`src/sv/point_cloud_ray_pick_defines.svh`:
```
// assertion macros shared by the point cloud ray pick block
`ifndef POINT_CLOUD_RAY_PICK_DEFINES_SVH
`define POINT_CLOUD_RAY_PICK_DEFINES_SVH

// same-cycle implication, sampled on clk, off while in reset
`define PCRP_ASSERT_NOW(lbl, ante, cons, msg) \
  lbl: assert property (@(posedge clk) disable iff (!rst_n) (ante) |-> (cons)) \
    else $error(msg);

// next-cycle implication, sampled on clk, off while in reset
`define PCRP_ASSERT_NXT(lbl, ante, cons, msg) \
  lbl: assert property (@(posedge clk) disable iff (!rst_n) (ante) |=> (cons)) \
    else $error(msg);

`endif

```
`src/sv/pcrp_pkg.sv`:
```
package pcrp_pkg;

  // func codes of an input beat
  localparam logic [1:0] FUNC_LOAD  = 2'd0;
  localparam logic [1:0] FUNC_PICK  = 2'd1;
  localparam logic [1:0] FUNC_NEAR  = 2'd2;
  localparam logic [1:0] FUNC_CLEAR = 2'd3;

  // configuration register indexes
  localparam int CFG_IDX_W = 1;
  localparam int CFG_DATA_W = 24;
  localparam logic [CFG_IDX_W-1:0] CFG_MAX_TANGENT = 1'd0;
  localparam logic [CFG_IDX_W-1:0] CFG_DIST_WEIGHT = 1'd1;

  // datapath widths
  localparam int CNT_W   = 11;   // point count
  localparam int T_W     = 50;   // signed ray depth, Q(F+14)
  localparam int TT_W    = 35;   // ray depth t, Q.F
  localparam int Q_W     = 52;   // signed perpendicular component
  localparam int QM_W    = 51;   // its magnitude
  localparam int PERP_W  = 106;  // 16 * |P|^2
  localparam int TSQ_W   = 70;   // t squared
  localparam int REM_W   = 71;   // divider remainder
  localparam int TAN_W   = 48;   // tan2 of a qualifying point
  localparam int S_W     = 60;   // score factor
  localparam int SCORE_W = 108;  // score or squared distance
  localparam int SQX_W   = 66;   // square root operand
  localparam int RES_W   = 34;   // square root result
  localparam int MUL_W   = 64;   // multiplier operand

  typedef struct packed {
    logic [1:0]         func;
    logic [9:0]         point_index;
    logic               last_point;
    logic signed [31:0] pos_x;
    logic signed [31:0] pos_y;
    logic signed [31:0] pos_z;
    logic signed [15:0] dir_x;
    logic signed [15:0] dir_y;
    logic signed [15:0] dir_z;
  } in_beat_t;

  typedef struct packed {
    logic        found;
    logic [9:0]  best_index;
    logic [31:0] measure;
  } out_beat_t;

  typedef enum logic [3:0] {
    ST_IDLE, ST_SCAN, ST_VEC, ST_MUL, ST_TCHK, ST_DCHK, ST_DIV, ST_LCHK, ST_CMP, ST_DONE
  } state_t;

  // which product the shared multiplier is working on
  typedef enum logic [3:0] {
    MOP_VDX, MOP_VDY, MOP_VDZ, MOP_DTX, MOP_QQX, MOP_DTY, MOP_QQY, MOP_DTZ,
    MOP_QQZ, MOP_TT, MOP_TW, MOP_SCORE, MOP_NX, MOP_NY, MOP_NZ, MOP_SQ
  } mop_t;

  typedef struct packed {
    logic             go;
    logic [MUL_W-1:0] a;
    logic [MUL_W-1:0] b;
  } mul_req_t;

  typedef struct packed {
    logic               done;
    logic [2*MUL_W-1:0] prod;
  } mul_rsp_t;

endpackage

```
`src/sv/pcrp_mul.sv`:
```
module pcrp_mul (
  input  logic               clk,
  input  logic               rst_n,
  input  pcrp_pkg::mul_req_t req,
  output pcrp_pkg::mul_rsp_t rsp
);

  logic [pcrp_pkg::MUL_W-1:0]   a_r;
  logic [pcrp_pkg::MUL_W-1:0]   b_r;
  logic [2:0]                   step_r;
  logic                         busy_r;
  logic [63:0]                  pp_r;
  logic [1:0]                   pp_sh_r;
  logic                         pp_vld_r;
  logic [2*pcrp_pkg::MUL_W-1:0] acc_r;
  logic                         done_r;
  logic [31:0]                  a_limb;
  logic [31:0]                  b_limb;
  logic [1:0]                   sh;
  logic [63:0]                  pp_calc;
  logic [2*pcrp_pkg::MUL_W-1:0] pp_ext;

  // pick the 32-bit limbs for this step
  always_comb begin
    a_limb  = step_r[1] ? a_r[63:32] : a_r[31:0];
    b_limb  = step_r[0] ? b_r[63:32] : b_r[31:0];
    sh      = {1'b0, step_r[1]} + {1'b0, step_r[0]};
    pp_calc = a_limb * b_limb;
  end

  // align the partial product
  always_comb begin
    unique case (pp_sh_r)
      2'd0:    pp_ext = {64'd0, pp_r};
      2'd1:    pp_ext = {32'd0, pp_r, 32'd0};
      2'd2:    pp_ext = {pp_r, 64'd0};
      default: pp_ext = '0;
    endcase
  end

  // four partial products, each accumulated in the cycle after it is formed
  always_ff @(posedge clk) begin
    if (!rst_n) begin
      busy_r   <= 1'b0;
      done_r   <= 1'b0;
      pp_vld_r <= 1'b0;
      step_r   <= '0;
    end else begin
      done_r <= 1'b0;
      if (req.go) begin
        a_r      <= req.a;
        b_r      <= req.b;
        acc_r    <= '0;
        step_r   <= '0;
        busy_r   <= 1'b1;
        pp_vld_r <= 1'b0;
      end else if (busy_r) begin
        if (step_r != 3'd4) begin
          pp_r     <= pp_calc;
          pp_sh_r  <= sh;
          pp_vld_r <= 1'b1;
          step_r   <= step_r + 3'd1;
        end else begin
          pp_vld_r <= 1'b0;
        end
        if (pp_vld_r) begin
          acc_r <= acc_r + pp_ext;
        end
        if (step_r == 3'd4 && pp_vld_r) begin
          busy_r <= 1'b0;
          done_r <= 1'b1;
        end
      end
    end
  end

  assign rsp.done = done_r;
  assign rsp.prod = acc_r;

endmodule

```
`config.mk`:
```
export PLATFORM = sky130hd
export DESIGN_NAME = pcrp_mul
export DESIGN_NICKNAME = d
export VERILOG_FILES = /design/src/sv/point_cloud_ray_pick_defines.svh /design/src/sv/pcrp_pkg.sv /design/src/sv/pcrp_mul.sv
export SDC_FILE = /design/constraint.sdc
export NUM_CORES = 2
export LEC_CHECK = 0
export BUFFER_PORTS_ARGS = -buffer_cell sky130_fd_sc_hd__clkbuf_2
export CORE_MARGIN = 2
export CORE_UTILIZATION = 34
export CTS_BUF_LIST = sky130_fd_sc_hd__clkbuf_4 sky130_fd_sc_hd__clkbuf_8
export DETAILED_ROUTE_END_ITERATION = 12
export PLACE_DENSITY = 0.47
export RECOVER_POWER = 100
export SYNTH_ARGS = -nofsm -noshare
export SYNTH_HDL_FRONTEND = slang
export SYNTH_SLANG_ARGS = --single-unit
```
`constraint.sdc`:
```
create_clock -name clk -period 12.5 [get_ports clk]
set_input_delay 1.25 -clock clk [delete_from_list [all_inputs] [get_ports clk]]
set_output_delay 1.25 -clock clk [all_outputs]
set_load 0.02 [all_outputs]
```
==> summary.md <==
The clock slew seen by the registers of the worst setup and hold paths was 0.06 ns; the via count of the first global-routing pass was 44790. The tightest hold path in the finished design has a slack of 0.5160 ns. The run gives 0 as the number of buffers added to fix hold violations after cts. The commonest cells after synthesis are inv_1 (932), fa_1 (897), nor2_1 (863).

TritonCTS built the clock tree. In this run the critical register-to-register path is captured at pp_r[61]. The critical path endpoint was pp_r[61]. The die width is 400.1 um. Once detailed placement completed, the half-perimeter wirelength came to 170.4 mm.

After the last flow step, the layout net total stands at 7349. The logs give 6 for the total iterations of the first detailed-routing run and 0.80 ns for the insertion delay to the later sink of the worst-skew pair. The routed length per instance is 27.09 um, and the critical path required time is 12.97 ns. After floorplanning, the core was sized to cover 156000 um2. After layout, the worst path uses 85.66% of the clock period.

The clock arrives with 0.08168 ns of skew. The number of different library cells used by synthesis comes to 81. The max-capacitance violation count was 10; the setup fix buffers added after clock tree synthesis was 0. Final count of hold timing violations: 0.

STA classifies the critical path endpoint as a flop. Of all nets on the critical path, the largest fanout is 40. The run finished, with violations left.

The class of the worst hold path is flop to flop. The wire length of the first global-routing pass is 311.4 mm. For the worst flop-to-flop path, the logic depth is 25.

For the number of warnings issued by yosys, the log shows 0. The tools report the cell row count as 145. The run gives 68 as the number of CTS-inserted buffers. Summed over all instances, the cell type with the most area after synthesis is fa_1. 260 I/O pins were placed. Based on the critical path, the design can be clocked at up to 93.40 MHz. Counting instances, the worst hold path has a depth of 2. Number of fill cells in the layout: 16190.

Synthesis inferred 328 register bits. The critical path launch point type was a flop. Summing every instance area after synthesis gives 53340 um2.

The routed design could run at a clock period as short as 10.71 ns. The number of port buffers came out at 259. The critical path class was flop to flop. Leading register cell type out of synthesis: edfxtp_1. Post-CTS repair changed the size of 0 cells. Setup repair after global routing left no endpoint under its margin.

Setup violations remaining at the end of the flow were counted as 0. The total count of max-transition violations in the final report came out at 467. The tools report the beginning of the worst register-to-register path as step_r[1]. The synthesized design devotes to its leading area cell type 33.66% of total area. Clock tree root driver cell: clkbuf_8. The all-layer global routing usage was 27.13%; the actual transition at the worst max-transition pin was 4.179 ns. After synthesis, flip-flops and latches occupy 18.35% of the total area. Measured against its own limit, the worst slew margin works out to -178.6%. Of all flip-flops after synthesis, the portion carrying an async set or reset was 0%. For this configuration, the core starts out at a cell density of 34.19%.

The H-tree generated during clock tree synthesis spans 3 levels. Post-route antenna net violation count: 0. Largest net degree at the start of global routing: 83. For this run, design rule violations remaining after detail routing come to 0. The number of instances in the synthesized netlist is 5794, and the overall overflow remaining after global route is 0. The checks that failed: capacitance limit, slew limit. Synthesis produced a netlist with a net count of 7214. The clock net sink count was 328; the vias per cell was 5.350. The logs give 1.79 ns for the worst setup slack for register-to-register paths and 160100 um2 for the die area.

The first routing iteration left 3603 violations. The area growth from synthesis to layout is 8.887%. For the worst setup path, the data arrival time is 11.18 ns. The congestion estimate from routability-driven global placement came to 0.9653. The summed negative setup slack over all endpoints is 0 ns, and the mean instance size in the synthesized netlist is 9.207 um2.

Source of the critical timing path: step_r[1]. The floorplan step set the die height to 400.1 um. After synthesis, the cell types taking the most area are fa_1 (34%), edfxtp_1 (18%), ha_1 (9.2%). For this block, the via count after detailed routing is 43000. The clock passes through at most 3 buffers.

Of the cells placed in the final design, the portion with a size suffix greater than 1 is 7.029%. For this block, the routed nets add up to 217.7 mm of wire. Yosys mapped a number of flops with a built-in enable equal to 322.

The most repeated cell in the gate-level netlist after synthesis was inv_1. The number of antenna violations at the first check in global routing was 6.
[sequential cells by signal (all words and copies together), names as in the netlist]
name and cells:
done_r 1, pp_r 64, b_r 64, acc_r 128, busy_r 1, pp_vld_r 1
pp_sh_r 2, a_r 64, step_r 3
[stage by stage]
stage	util, %	setup WS (ns)	instances	area (um2)
after floorplan	-	3.484	5794	53340
after global routing	37.23	1.392	8036	58080
after detailed placement	36.59	2.540	7917	57090
final	37.23	1.793	8037	58090
after global placement	36.59	2.636	7917	57090
after CTS	37.47	2.517	8033	58460
[cell usage in the layout, fill, tap and decap left out, types with 25 or more instances in the layout]
master / netlist / final
mux2i_1: 96 / 50
o21ai_0: 134 / 145
mux2i_2: 0 / 38
nand4_1: 75 / 75
a31oi_1: 27 / 28
o21bai_1: 44 / 44
clkbuf_2: 0 / 111
clkbuf_8: 0 / 68
a22o_1: 32 / 32
xnor2_1: 105 / 105
a21oi_1: 261 / 261
clkbuf_1: 256 / 156
and3_1: 25 / 25
edfxtp_1: 322 / 322
nand3_1: 44 / 44
ha_1: 392 / 392
nor2_1: 863 / 863
fa_1: 897 / 897
nand2_1: 626 / 626
o21a_1: 30 / 30
nor3_1: 35 / 35
a21o_1: 99 / 99
buf_4: 1 / 76
xor2_1: 69 / 69
mux2_2: 58 / 59
and2_1: 78 / 65
nor2b_1: 27 / 25
inv_1: 932 / 932
[final cells by class]
class | count | area, um2 | area share (%)
clock buffer | 81 | 1033 | 1.779
inverter | 932 | 3498 | 6.023
sequential | 328 | 9797 | 16.87
timing repair buffer | 344 | 1715 | 2.953
clock inverter | 35 | 334.1 | 0.5751
multi-input combinational | 4255 | 39120 | 67.35
tap | 2058 | 2575 | 4.433
antenna | 4 | 10.01 | 0.01723
[how the worst min path moves through the flow]
stage | start | endpoint | slack, ns
after floorplan | pp_vld_r | done_r | 0.44
after global placement | pp_vld_r | pp_vld_r | 0.50
after detailed placement | pp_vld_r | pp_vld_r | 0.50
after CTS | pp_vld_r | pp_vld_r | 0.51
after global routing | pp_vld_r | pp_vld_r | 0.53
final | pp_vld_r | pp_vld_r | 0.52
[critical path: stages, from the launching register on]
cell	delay [ns]
dfxtp_4	0.83
mux2i_1	1.59
clkbuf_1	0.87
nor2_1	0.12
ha_1	0.26
fa_1	0.39
fa_1	0.44
fa_1	0.51
inv_1	0.06
fa_1	0.56
fa_1	0.45
fa_1	0.46
fa_1	0.50
inv_1	0.06
ha_1	0.38
a21oi_1	0.26
o21ai_0	0.14
a311oi_1	0.33
o221ai_1	0.16
a31oi_1	0.38
o21ai_0	0.39
a221o_1	0.46
a21oi_1	0.26
nor3b_1	0.13
a221oi_1	0.32
xnor2_1	0.10
[cells by family (layout without fill, tap and decap cells)]
logic type / Yosys count / count (layout) / share of synthesized area [%]
xor+xnor: 174 / 174 / 2.857
other cells: 0 / 4 / 0
compound gates: 774 / 774 / 9.455
simple gates: 1851 / 1851 / 14.63
fa+ha+maj: 1289 / 1289 / 42.86
mux: 167 / 167 / 3.300
buf+inv: 1211 / 1392 / 8.549
flops: 328 / 328 / 18.35
[routing by layer]
metal,part of all wire [%],global-route usage [%],up-vias
li1,-,-,18810
met1,41,35.50,21810
met2,46,43.61,1983
met3,8.4,5.579,400
met4,4.8,11.32,0
met5,0,0,-
Power is left out: the tool's default activity adds up to more than one toggle a clock period on the data nets, which glitch-free logic cannot reach.
